## src/rtl/core/ssfp_pkg.sv

```systemverilog
package ssfp_pkg;

  localparam logic [7:0] HDR_BYTE    = 8'hFF;
  // Frame index: zero while no frame is open, otherwise slot + FRAME_START
  localparam logic [2:0] IDX_CLOSED  = 3'd0;
  localparam logic [2:0] FRAME_START = 3'd2;
  localparam logic [2:0] FRAME_LAST  = 3'd7;
  // Slots of the six-byte frame body: the two that feed the position register, and the first one
  localparam logic [2:0] SLOT_POS_HI = 3'd3;
  localparam logic [2:0] SLOT_POS_LO = 3'd4;
  localparam logic [2:0] SLOT_FIRST  = 3'd0;

  typedef struct packed {
    logic       valid;
    logic       overrun;
    logic [7:0] rx_byte;
  } ssfp_beat_t;

endpackage

```

## src/rtl/core/servo_status_frame_parser.sv

```systemverilog
// Servo status frame parser.
// Input channel: one received serial byte per beat (in_rx_byte) with its
// overrun flag (in_overrun); a beat is taken when in_valid is high and
// in_stall is low. An overrun byte leaves the parser state untouched.
// Result channel: exactly one result beat per input beat, in order:
// out_position (current position register), out_position_updated (this
// byte closed a frame with a good checksum) and out_checksum_error (this
// byte closed a frame with a bad checksum).
// Pipeline: an input beat passes through the input register, then the
// decode stage writes the result register.
// Throughput: one byte per cycle while the result side does not stall;
// the decode logic is a single 8-bit add and two 8-bit compares per byte.
// Stall: a result held by out_stall blocks the decode stage; the input
// register still takes one more byte if it is empty, after which in_stall rises.
// Reset (rst_n low, synchronous): no frame open, no half-header pending,
// position zero, both pipeline stages empty.
module servo_status_frame_parser (
  input  logic        clk,
  input  logic        rst_n,
  input  logic        in_valid,
  output logic        in_stall,
  input  logic [7:0]  in_rx_byte,
  input  logic        in_overrun,
  output logic        out_valid,
  input  logic        out_stall,
  output logic [15:0] out_position,
  output logic        out_position_updated,
  output logic        out_checksum_error
);
  import ssfp_pkg::*;

  ssfp_beat_t beat;
  logic       advance;

  // Register the incoming byte
  ssfp_in_stage u_in (
    .clk        (clk),
    .rst_n      (rst_n),
    .in_valid   (in_valid),
    .in_rx_byte (in_rx_byte),
    .in_overrun (in_overrun),
    .in_stall   (in_stall),
    .advance    (advance),
    .beat       (beat)
  );

  // Advance the frame state and load the result register
  ssfp_decode u_dec (
    .clk                  (clk),
    .rst_n                (rst_n),
    .beat                 (beat),
    .advance              (advance),
    .out_valid            (out_valid),
    .out_stall            (out_stall),
    .out_position         (out_position),
    .out_position_updated (out_position_updated),
    .out_checksum_error   (out_checksum_error)
  );

endmodule

```

## src/rtl/core/ssfp_in_stage.sv

```systemverilog
module ssfp_in_stage (
  input  logic                clk,
  input  logic                rst_n,
  input  logic                in_valid,
  input  logic [7:0]          in_rx_byte,
  input  logic                in_overrun,
  output logic                in_stall,
  input  logic                advance,
  output ssfp_pkg::ssfp_beat_t beat
);
  import ssfp_pkg::*;

  logic       valid_r, valid_nxt;
  logic       overrun_r;
  logic [7:0] byte_r;
  logic       load;

  // Hold the beat while the decode stage cannot take it
  assign in_stall  = valid_r && !advance;
  assign load      = in_valid && !in_stall;
  assign valid_nxt = in_stall ? 1'b1 : in_valid;

  always_ff @(posedge clk) begin
    if (!rst_n) begin
      valid_r <= 1'b0;
    end else begin
      valid_r <= valid_nxt;
    end
  end

  always_ff @(posedge clk) begin
    if (load) begin
      byte_r    <= in_rx_byte;
      overrun_r <= in_overrun;
    end
  end

  assign beat = '{valid: valid_r, overrun: overrun_r, rx_byte: byte_r};

endmodule

```

## src/rtl/core/ssfp_decode.sv

```systemverilog
module ssfp_decode (
  input  logic                 clk,
  input  logic                 rst_n,
  input  ssfp_pkg::ssfp_beat_t beat,
  output logic                 advance,
  output logic                 out_valid,
  input  logic                 out_stall,
  output logic [15:0]          out_position,
  output logic                 out_position_updated,
  output logic                 out_checksum_error
);
  import ssfp_pkg::*;

  logic        half_r,   half_nxt;
  logic [2:0]  idx_r,    idx_nxt;
  logic [7:0]  sum_r,    sum_nxt;
  logic [7:0]  hi_r,     hi_nxt;
  logic [7:0]  lo_r,     lo_nxt;
  logic [15:0] pos_r,    pos_nxt;
  logic        vld_r,    vld_nxt;
  logic        upd_r,    upd_nxt;
  logic        err_r,    err_nxt;
  logic        take;
  logic [2:0]  slot;
  logic        is_hdr;

  assign take    = !vld_r || !out_stall;
  assign advance = beat.valid && take;
  assign vld_nxt = advance || (vld_r && out_stall);
  assign slot    = idx_r - FRAME_START;
  assign is_hdr  = (beat.rx_byte == HDR_BYTE);

  always_comb begin
    half_nxt = half_r;
    idx_nxt  = idx_r;
    sum_nxt  = sum_r;
    hi_nxt   = hi_r;
    lo_nxt   = lo_r;
    pos_nxt  = pos_r;
    upd_nxt  = 1'b0;
    err_nxt  = 1'b0;
    if (advance && !beat.overrun) begin
      if (is_hdr && !half_r) begin
        half_nxt = 1'b1;
      end else if (is_hdr) begin
        half_nxt = 1'b0;
        idx_nxt  = FRAME_START;
      end else if (idx_r != IDX_CLOSED) begin
        // Keep a running checksum over body bytes one to five
        sum_nxt = (slot == SLOT_FIRST) ? beat.rx_byte : sum_r + beat.rx_byte;
        if (slot == SLOT_POS_HI) begin
          hi_nxt = beat.rx_byte;
        end
        if (slot == SLOT_POS_LO) begin
          lo_nxt = beat.rx_byte;
        end
        if (idx_r == FRAME_LAST) begin
          sum_nxt = sum_r;
          idx_nxt = IDX_CLOSED;
          if (~sum_r == beat.rx_byte) begin
            pos_nxt = {hi_r, lo_r};
            upd_nxt = 1'b1;
          end else begin
            err_nxt = 1'b1;
          end
        end else begin
          idx_nxt = idx_r + 3'd1;
        end
      end
    end
  end

  always_ff @(posedge clk) begin
    if (!rst_n) begin
      half_r <= 1'b0;
      idx_r  <= IDX_CLOSED;
      pos_r  <= '0;
      vld_r  <= 1'b0;
    end else begin
      half_r <= half_nxt;
      idx_r  <= idx_nxt;
      pos_r  <= pos_nxt;
      vld_r  <= vld_nxt;
    end
  end

  always_ff @(posedge clk) begin
    sum_r <= sum_nxt;
    hi_r  <= hi_nxt;
    lo_r  <= lo_nxt;
    if (advance) begin
      upd_r <= upd_nxt;
      err_r <= err_nxt;
    end
  end

  assign out_valid            = vld_r;
  assign out_position         = pos_r;
  assign out_position_updated = upd_r;
  assign out_checksum_error   = err_r;

endmodule

```

## config.mk

```make
export PLATFORM = sky130hd
export DESIGN_NAME = servo_status_frame_parser
export DESIGN_NICKNAME = d
export VERILOG_FILES = /design/src/rtl/core/ssfp_pkg.sv /design/src/rtl/core/servo_status_frame_parser.sv /design/src/rtl/core/ssfp_in_stage.sv /design/src/rtl/core/ssfp_decode.sv
export SDC_FILE = /design/constraint.sdc
export NUM_CORES = 1
export LEC_CHECK = 0
export BUFFER_PORTS_ARGS = -buffer_cell sky130_fd_sc_hd__buf_2
export CELL_PAD_IN_SITES_DETAIL_PLACEMENT = 1
export CELL_PAD_IN_SITES_GLOBAL_PLACEMENT = 1
export CORE_MARGIN = 4
export CORE_UTILIZATION = 45
export CTS_CLUSTER_DIAMETER = 200
export CTS_CLUSTER_SIZE = 40
export DETAILED_ROUTE_END_ITERATION = 16
export HOLD_SLACK_MARGIN = 0.05
export MAX_ROUTING_LAYER = met4
export PLACE_DENSITY = 0.8
export SYNTH_ARGS = -nofsm -noshare
export SYNTH_HDL_FRONTEND = slang
export SYNTH_HIERARCHICAL = 1
export SYNTH_SLANG_ARGS = --single-unit
export TNS_END_PERCENT = 5
```

## constraint.sdc

```tcl
create_clock -name clk -period 2.7 [get_ports clk]
set_input_delay 0.27 -clock clk [delete_from_list [all_inputs] [get_ports clk]]
set_output_delay 0.27 -clock clk [all_outputs]
set_load 0.01 [all_outputs]
```

==> results.yml, run 1 <==
run_status:
  status: "complete, no violations"
die:
  fp.dieArea_um2: 6837
  initial_core_util_pct: 47.63
  rows: 26
  ioPinCount: 33
  dieHeight_um: 82.69
  die_w_um: 82.69
  coreArea_um2: 5270
critical_path:
  worstPathCellList: "ha_1 > nand2_1 > nor4_1 > nand4_1 > buf_4 > nand3_1 > o21ai_0"
  startpoint: "u_in/byte_r[5]$_DFFE_PP_"
  crit_type: "register to register"
  endpoint: "u_dec/out_position[9]$_SDFFE_PN0P_"
  start_kind: "register"
  r2r_end: "u_dec/out_position[9]$_SDFFE_PN0P_"
  critPathArrivalTime_ns: 2.48
  cp.buffers_inverters: 1
  reg2reg_from: "u_in/byte_r[5]$_DFFE_PP_"
  critical_path.top_delay_family: "simple AND/OR/NAND/NOR gates"
  r2r_slack_ns: 0.43
  reg2reg_depth: 7
  critPathSlowestCell: "edfxtp_1"
  critical_path.endpoint_type: "register"
  cp_max_fo: 33
  crit_cells: 7
  worstPathRequired_ns: 2.91
  cpPeakStageDelay_ns: 0.50
sta:
  slew_viol_final: 0
  post-route-period-util_pct: 83.92
  fin_setup_tns_ns: 0
  fin_crit_ns: 2.266
  relSlewSlack_pct: 57.82
  finalHoldViolations: 0
  worst_slew_pin_slew_ns: 0.6327
  max_freq_ghz: 0.4413
  rsz0062_at_grt: "no"
  setup_viol: 0
  clock_skew_ns: 0.005938
  layout_setup_ws_ns: 0.4341
cells_and_area:
  finalNonFillerCells: 337
  area_delta_synth_final_pct: 18.15
  antenna_cells: 0
  nFillCells: 589
  drive_above_1_share_pct: 22.10
  fin_nets: 288
  layout_commonest_cell: "edfxtp_1"
  layout_common_cells: "35 x edfxtp_1, 32 x buf_2, 28 x nand2_1, 22 x o21ai_0, 22 x dfxtp_1"
  post-route-util_pct: 56.27
place:
  port_buffers: 32
  dp_cells: 321
  gp_congestion: 0.8829
  dpl.hpwl_mm: 3.839
  post-place-ws_ns: 0.4568
yosys:
  synthFlopType: "edfxtp_1"
  ys_async_sr_fraction_pct: 0
  yosysTopAreaCellShare_pct: 41.87
  postSynthAreaPerCell_um2: 11.16
  seq_area_frac_synth_pct: 59.42
  yosysUniqueCellTypes: 44
  synth.area.top_cells: "edfxtp_1 42%, dfxtp_1 18%, ha_1 6.0%"
  yosys.area.top_type: "edfxtp_1"
  synth_cells: 225
  yosys_register_bits: 57
  synth.net_count: 251
  ys_warn_count: 6
  synth_edf_count: 35
  synth_area_um2: 2510
routing:
  wl_mm: 5.282
  drt.antenna.violating_nets: 0
  drt_first_pass_iters: 4
  via_count: 1762
  wl_per_cell_um: 15.67
  drtIter0Drc: 114
  viasPerCell: 5.228
  drcViolationCount: 0
power:
  power.internal_mw: 1.474
  p_sw_share_pct: 21.48
  ir_worst_vdd_mv: 0.3048
  power.density_nw_per_um2: 632.9
  leakage_nw: 1.185
  p_seq_share_pct: 51.0
  p_sw_mw: 0.4030
  clkPwrFrac_pct: 43.8
  pwr-share-comb_pct: 5.3
clocking:
  cts_root_buffer: "clkbuf_8"
  cts.sinks: 57
  htree_levels: 3
  clk_pin_slew_worst_paths_ns: 0.06
  cts_inserted_buffers: 9
  post_cts_buffers: 0
  cts_tree: "built"
  ctsResizeCount: 0
  cts.path.max_buffers: 2
  worstSkewPairLatency_ns: 0.33
  cts_hold_buffers: 0
global_routing:
  grt_usage_pct: 18.69
  grt_max_degree: 39
  grt-ovfl-total: 0
  antenna_found_initial: 0
  grt_pass1_vias: 1808
  grt_pass1_wl_mm: 9.073
worst_hold_path:
  hold_path.class: "input pin to register"
  hold_start: "in_overrun"
  min_path_cells: 1
run:
  cap_viol_max_count: 0
## cells by family after synthesis
logic type	share of synthesized area, %
flip-flops	59.42
AO/OA/AOI/OAI	11.52
adder cells (fa/ha/maj)	6.780
AND/OR/NAND/NOR	16.90
XOR/XNOR	2.094
buffers and inverters	3.290
## area by class of cell
type | count | area, um^2 | area share, %
repair buffers | 37 | 197.7 | 6.667
well taps | 70 | 87.58 | 2.954
inverters | 9 | 33.78 | 1.139
clock inverters | 2 | 15.01 | 0.5063
flip-flops and latches | 57 | 1491 | 50.30
multi-input cells | 148 | 935.9 | 31.56
clock buffers | 14 | 203.9 | 6.878
## sequential cells by signal, summed over array words and instances (netlist names)
signal / count
u_dec/out_position: 16
u_dec/hi_r: 8
u_dec/lo_r: 8
u_dec/sum_r: 8
u_in/byte_r: 8
u_dec/idx_r: 3
u_dec/half_r: 1
u_dec/out_checksum_error: 1
u_dec/out_position_updated: 1
u_dec/out_valid: 1
u_in/overrun_r: 1
u_in/valid_r: 1
## power groups by stage
stage,Clock (mW),Combinational [mW],Sequential (mW)
3_5_place_dp,0,0.0983,0.975
4_1_cts,0.839,0.0991,0.957
6_report,0.822,0.0987,0.956
3_3_place_gp,0,0.0947,0.974
2_1_floorplan,0,0.0657,0.970
5_1_grt,0.902,0.111,0.958
## stage by stage
stage                     total power, mW  hold WS [ns]  instance area (um^2)
after floorplan                     1.036        0.3689                  2510
final                               1.877        0.1099                  2965
after global routing                1.971       0.08763                  2965
after global placement              1.069        0.4473                  2746
after detailed placement            1.074        0.4490                  2746
after CTS                           1.895       0.09687                  2965
## Yosys cell counts (2+ instances only)
cell type / instances
a211oi_1: 2
a21boi_0: 2
a21boi_1: 2
a21oi_1: 8
and3_1: 3
buf_1: 2
buf_4: 2
clkbuf_1: 7
dfxtp_1: 22
edfxtp_1: 35
ha_1: 12
inv_1: 9
nand2_1: 28
nand2b_1: 2
nand3_1: 18
nor2_1: 9
nor2b_1: 4
nor3_1: 3
nor4_1: 2
o21a_1: 3
o21ai_0: 22
or3_1: 2
xnor2_1: 2
xor2_1: 4
## metal layers
layer / up-vias / GRT usage [%] / part of all wire (%)
li1: 886 / - / -
met1: 828 / 22.51 / 45
met2: 43 / 29.97 / 49
met3: 5 / 6.725 / 5.3
met4: 0 / 4.739 / 0.83
met5: - / - / 0
## how the worst min path moves through the flow
stage,end,slack [ns]
2_1_floorplan,u_in/byte_r[0]$_DFFE_PP_,0.37
3_3_place_gp,u_in/byte_r[4]$_DFFE_PP_,0.45
3_5_place_dp,u_in/byte_r[0]$_DFFE_PP_,0.45
4_1_cts,u_in/overrun_r$_DFFE_PP_,0.1
5_1_grt,u_in/byte_r[6]$_DFFE_PP_,0.09
6_report,u_in/overrun_r$_DFFE_PP_,0.11
Power figures use the tool's default switching activity.
==> inputs of run 2 (changes only) <==
--- a/config.mk
+++ b/config.mk
@@ -9,13 +9,13 @@
 export CELL_PAD_IN_SITES_DETAIL_PLACEMENT = 1
 export CELL_PAD_IN_SITES_GLOBAL_PLACEMENT = 1
 export CORE_MARGIN = 4
-export CORE_UTILIZATION = 45
+export CORE_UTILIZATION = 41
 export CTS_CLUSTER_DIAMETER = 200
 export CTS_CLUSTER_SIZE = 40
 export DETAILED_ROUTE_END_ITERATION = 16
 export HOLD_SLACK_MARGIN = 0.05
 export MAX_ROUTING_LAYER = met4
-export PLACE_DENSITY = 0.8
+export PLACE_DENSITY = 0.77
 export SYNTH_ARGS = -nofsm -noshare
 export SYNTH_HDL_FRONTEND = slang
 export SYNTH_HIERARCHICAL = 1
==> constraint.sdc (replaced) <==
create_clock -name clk -period 2.05 [get_ports clk]
set_input_delay 0.205 -clock clk [delete_from_list [all_inputs] [get_ports clk]]
set_output_delay 0.205 -clock clk [all_outputs]
set_load 0.01 [all_outputs]
==> results.yml, run 2 (synthesis gave the netlist of run 1 again) <==
run_status:
  status: "complete, no violations"
critical_path:
  critPathArrivalTime_ns: 2.02
  critPathSlowestCell: "edfxtp_1"
  worstPathCellList: "buf_4 > nand4_2 > or2_4 > a211o_4 > nor3_2 > buf_6"
  cpPeakStageDelay_ns: 0.40
  cp_max_fo: 8
  crit_type: "register to register"
  start_kind: "register"
  critical_path.endpoint_type: "register"
  worstPathRequired_ns: 2.10
sta:
  setup_viol: 0
  worst_slew_pin_slew_ns: 0.6434
  holdWs_ns: 0.07533
  slew_viol_final: 0
  finalHoldViolations: 0
  rsz0062_at_grt: "yes"
  post-route-period-util_pct: 96.36
  max_freq_ghz: 0.5062
  relSlewSlack_pct: 57.11
  fin_crit_ns: 1.975
  layout_setup_ws_ns: 0.07468
  clock_skew_ns: 0.005431
routing:
  drcViolationCount: 0
  via_count: 1854
  drt_first_pass_iters: 4
  drtIter0Drc: 65
  drt.antenna.violating_nets: 0
  viasPerCell: 5.136
  wl_mm: 5.944
  wl_per_cell_um: 16.47
place:
  dpl.hpwl_mm: 4.264
  dp_cells: 338
  placed_cell_area_um2: 2848
  post-place-ws_ns: -0.02135
  gp_congestion: 0.8579
  port_buffers: 32
power:
  leakage_nw: 1.263
  p_seq_share_pct: 50.9
  power.density_nw_per_um2: 773.4
  ir_worst_vdd_mv: 0.4689
  clkPwrFrac_pct: 42.0
  p_sw_mw: 0.5650
  power.internal_mw: 1.890
  pwr-share-comb_pct: 7.2
  p_sw_share_pct: 23.01
global_routing:
  grt_usage_pct: 17.58
  grt_max_degree: 39
  grt_pass1_vias: 1906
  antenna_found_initial: 0
  grt_pass1_wl_mm: 9.480
  grt-ovfl-total: 0
run:
  cap_viol_max_count: 0
clocking:
  cts_root_buffer: "clkbuf_8"
  post_cts_buffers: 0
  cts.sinks: 57
  cts_inserted_buffers: 9
  clk_pin_slew_worst_paths_ns: 0.07
  cts.path.max_buffers: 2
  htree_levels: 3
  worstSkewPairLatency_ns: 0.34
  cts_tree: "built"
die:
  coreArea_um2: 5921
  rows: 28
  ioPinCount: 33
  fp.dieArea_um2: 7437
  initial_core_util_pct: 42.39
  die_w_um: 86.24
  dieHeight_um: 86.24
cells_and_area:
  nFillCells: 661
  layout_common_cells: "35 x edfxtp_1, 32 x buf_2, 28 x nand2_1, 22 x dfxtp_1, 21 x o21ai_0"
  antenna_cells: 0
  finalNonFillerCells: 361
  design_area_um2: 3174
  fin_nets: 307
  area_delta_synth_final_pct: 26.47
  layout_commonest_cell: "edfxtp_1"
  largest_register_ffs: 16
  drive_above_1_share_pct: 27.62
worst_hold_path:
  hold_path.class: "input pin to register"
run 2: changes by cell type in the layout (fill, tap and decap cells not counted), sizes merged:
cell,before,now
buf,37,49
clkbuf,14,12
clkinv,1,2
clkinvlp,0,2
dlygate4sd3,0,7
inv,10,9
run 2: what timing repair did:
action / 4_1_cts / 5_1_grt
gates resized for setup: 1 / 11
hold endpoints to repair: 7 / 0
cloned: 0 / 0
hold buffers: 7 / 0
pin swaps: 0 / 1
endpoints found under the setup margin: 1 / 34
run 2: metal layers:
metal	up-vias	global-route usage, %	wire length, um
met5	-	-	0
met4	0	8.924	102
met3	7	3.042	239
met2	33	28.66	2954
met1	885	20.97	2648
li1	929	-	-
run 2: worst max-delay path, delay by kind of cell (launching register included):
family	cells	cell delay, ns
flops	1	0.40
buf+inv	2	0.36
simple gates	3	0.55
compound gates	1	0.37
run 2: final timing paths:
path	startpoint	endpoint	slack, ns	cells after the start
setup / recovery	u_in/byte_r[2]$_DFFE_PP_	u_dec/sum_r[3]$_DFFE_PP_	0.07	6
setup reg to reg	u_in/byte_r[2]$_DFFE_PP_	u_dec/sum_r[3]$_DFFE_PP_	0.07	6
hold / removal	in_rx_byte[1]	u_in/byte_r[1]$_DFFE_PP_	0.08	1
hold reg to reg	u_dec/out_position[8]$_SDFFE_PN0P_	u_dec/out_position[8]$_SDFFE_PN0P_	0.47	2
run 2: final cells by class:
type / instances / area, um^2 / share of cell area, %
Clock inverter: 4 / 23.77 / 0.7489
Inverter: 9 / 33.78 / 1.064
Tap cell: 75 / 93.84 / 2.956
Clock buffer: 12 / 176.4 / 5.558
Sequential cell: 57 / 1491 / 46.98
Multi-Input combinational cell: 148 / 989.7 / 31.18
Timing Repair Buffer: 56 / 365.4 / 11.51
run 2: power groups by stage:
stage                     clock network, mW  logic (mW)  registers, mW
final                                  1.03       0.176           1.25
after CTS                              1.07       0.172           1.25
after detailed placement                  0       0.159           1.27
after floorplan                           0      0.0866           1.28
after global routing                   1.12       0.196           1.25
after global placement                    0       0.152           1.27
run 2: metrics by stage:
step / power (mW) / util (%) / TNS [ns]
2_1_floorplan: 1.365 / - / 0
6_report: 2.455 / 53.61 / 0
3_5_place_dp: 1.432 / 48.10 / -0.02135
3_3_place_gp: 1.424 / 48.10 / 0
4_1_cts: 2.485 / 52.66 / 0
5_1_grt: 2.562 / 53.61 / -0.2320
==> inputs of run 3 (changes only) <==
==> constraint.sdc (replaced) <==
create_clock -name clk -period 2.05 [get_ports clk]
set_input_delay 0.3075 -clock clk [delete_from_list [all_inputs] [get_ports clk]]
set_output_delay 0.3075 -clock clk [all_outputs]
set_load 0.01 [all_outputs]
==> results.yml, run 3 (synthesis gave the netlist of run 1 again) <==
clocking:
  cts.sinks: 57
  cts_tree: "built"
  cts.path.max_buffers: 2
  htree_levels: 3
  cts_hold_buffers: 0
  worstSkewPairLatency_ns: 0.34
  clk_pin_slew_worst_paths_ns: 0.07
  post_cts_buffers: 0
  cts_inserted_buffers: 9
  cts_root_buffer: "clkbuf_8"
critical_path:
  crit_type: "register to register"
  cp_max_fo: 8
  start_kind: "register"
  critPathArrivalTime_ns: 2.02
  reg2reg_from: "u_in/byte_r[2]$_DFFE_PP_"
  critical_path.endpoint_type: "register"
  worstPathRequired_ns: 2.10
  reg2reg_depth: 6
  r2r_end: "u_dec/sum_r[3]$_DFFE_PP_"
  r2r_slack_ns: 0.09
die:
  rows: 28
  dieHeight_um: 86.24
  coreArea_um2: 5921
  fp.dieArea_um2: 7437
  ioPinCount: 33
  initial_core_util_pct: 42.39
  die_w_um: 86.24
sta:
  post-route-period-util_pct: 95.83
  relSlewSlack_pct: 56.87
  rsz0062_at_grt: "yes"
  slew_viol_final: 0
  max_freq_ghz: 0.5090
  fin_crit_ns: 1.965
  worst_slew_pin_slew_ns: 0.6470
  finalHoldViolations: 0
  clock_skew_ns: 0.005740
  fin_setup_tns_ns: 0
  setup_viol: 0
cells_and_area:
  finalNonFillerCells: 354
  layout_common_cells: "35 x edfxtp_1, 32 x buf_2, 28 x nand2_1, 22 x dfxtp_1, 21 x o21ai_0"
  nFillCells: 664
  area_delta_synth_final_pct: 23.68
  largest_register_ffs: 16
  antenna_cells: 0
  fin_nets: 300
  layout_commonest_cell: "edfxtp_1"
  post-route-util_pct: 52.43
  drive_above_1_share_pct: 28.32
global_routing:
  grt-ovfl-total: 0
  antenna_found_initial: 0
  grt_pass1_vias: 1877
  grt_max_degree: 39
  grt_pass1_wl_mm: 9.342
  grt_usage_pct: 17.35
worst_hold_path:
  min_path_cells: 1
  min_to: "u_in/byte_r[6]$_DFFE_PP_"
  hold_path.class: "input pin to register"
  hold_start: "in_rx_byte[6]"
run:
  cap_viol_max_count: 0
routing:
  drtIter0Drc: 67
  drcViolationCount: 0
  wl_mm: 5.888
  drt_first_pass_iters: 4
  viasPerCell: 5.178
  wl_per_cell_um: 16.63
  drt.antenna.violating_nets: 0
  via_count: 1833
place:
  gp_congestion: 0.8579
  port_buffers: 32
  dp_cells: 338
  dpl.hpwl_mm: 4.264
power:
  ir_worst_vdd_mv: 0.4829
  leakage_nw: 1.234
  power.density_nw_per_um2: 787.6
run_status:
  status: "complete, no violations"
==> run 3: changes by cell type in the layout (fill, tap and decap cells not counted) <==
cell           change
dlygate4sd3_1      -7
==> run 3: worst max-delay path by stage <==
stage	from	end	slack, ns	cells after the start
after floorplan	u_in/valid_r$_SDFF_PN0_	u_dec/sum_r[0]$_DFFE_PP_	0.008	5
after global placement	u_in/byte_r[0]$_DFFE_PP_	u_dec/sum_r[6]$_DFFE_PP_	0.07	8
after detailed placement	u_in/byte_r[0]$_DFFE_PP_	u_dec/sum_r[6]$_DFFE_PP_	-0.02	8
after CTS	u_in/byte_r[0]$_DFFE_PP_	u_dec/sum_r[6]$_DFFE_PP_	0.02	8
after global routing	u_in/byte_r[1]$_DFFE_PP_	u_dec/out_position[15]$_SDFFE_PN0P_	-0.04	8
final	u_in/byte_r[2]$_DFFE_PP_	u_dec/sum_r[3]$_DFFE_PP_	0.09	6
==> run 3: repair_timing <==
item,4_1_cts,5_1_grt
pin swaps,0,1
endpoints found under the setup margin,1,34
resized for setup,1,11
==> run 3: per-stage QoR <==
step / hold WS (ns) / instance area, um^2 / power (mW) / setup slack (ns)
CTS: 0.1217 / 3048 / 2.475 / 0.01844
floorplan: 0.4064 / 2515 / 1.365 / 0.008133
global route: 0.1327 / 3104 / 2.550 / -0.04294
detailed placement: 0.4587 / 2848 / 1.432 / -0.02135
finish: 0.1384 / 3104 / 2.445 / 0.08540
global placement: 0.4497 / 2848 / 1.424 / 0.06947
==> run 3: final cells by class <==
type	count	area, um^2	area share [%]
multi-input cells	148	989.7	31.88
clock buffers	12	176.4	5.683
inverters	9	33.78	1.088
repair buffers	49	295.3	9.512
flip-flops and latches	57	1491	48.05
well taps	75	93.84	3.023
clock inverters	4	23.77	0.7658
==> run 3: power breakdown <==
group | internal, mW | switching (mW) | total (mW)
Clock | 0.571 | 0.459 | 1.03
Sequential | 1.24 | 0.0120 | 1.25
Combinational | 0.0731 | 0.0926 | 0.166
Total | 1.88 | 0.564 | 2.45
==> run 3: critical path: stages (launching register included) <==
cell	delay (ns)
edfxtp_1	0.40
buf_4	0.17
nand4_2	0.13
or2_4	0.29
a211o_4	0.37
nor3_2	0.13
buf_6	0.17
==> run 3: routing by layer <==
metal | wire [um] | vias to the layer above | GRT usage (%) | part of all wire, %
met3 | 240 | 9 | 2.947 | 4.1
met5 | 0 | - | - | 0
met1 | 2634 | 877 | 20.79 | 45
li1 | - | 914 | - | -
met2 | 2901 | 33 | 28.17 | 49
met4 | 112 | 0 | 8.924 | 1.9
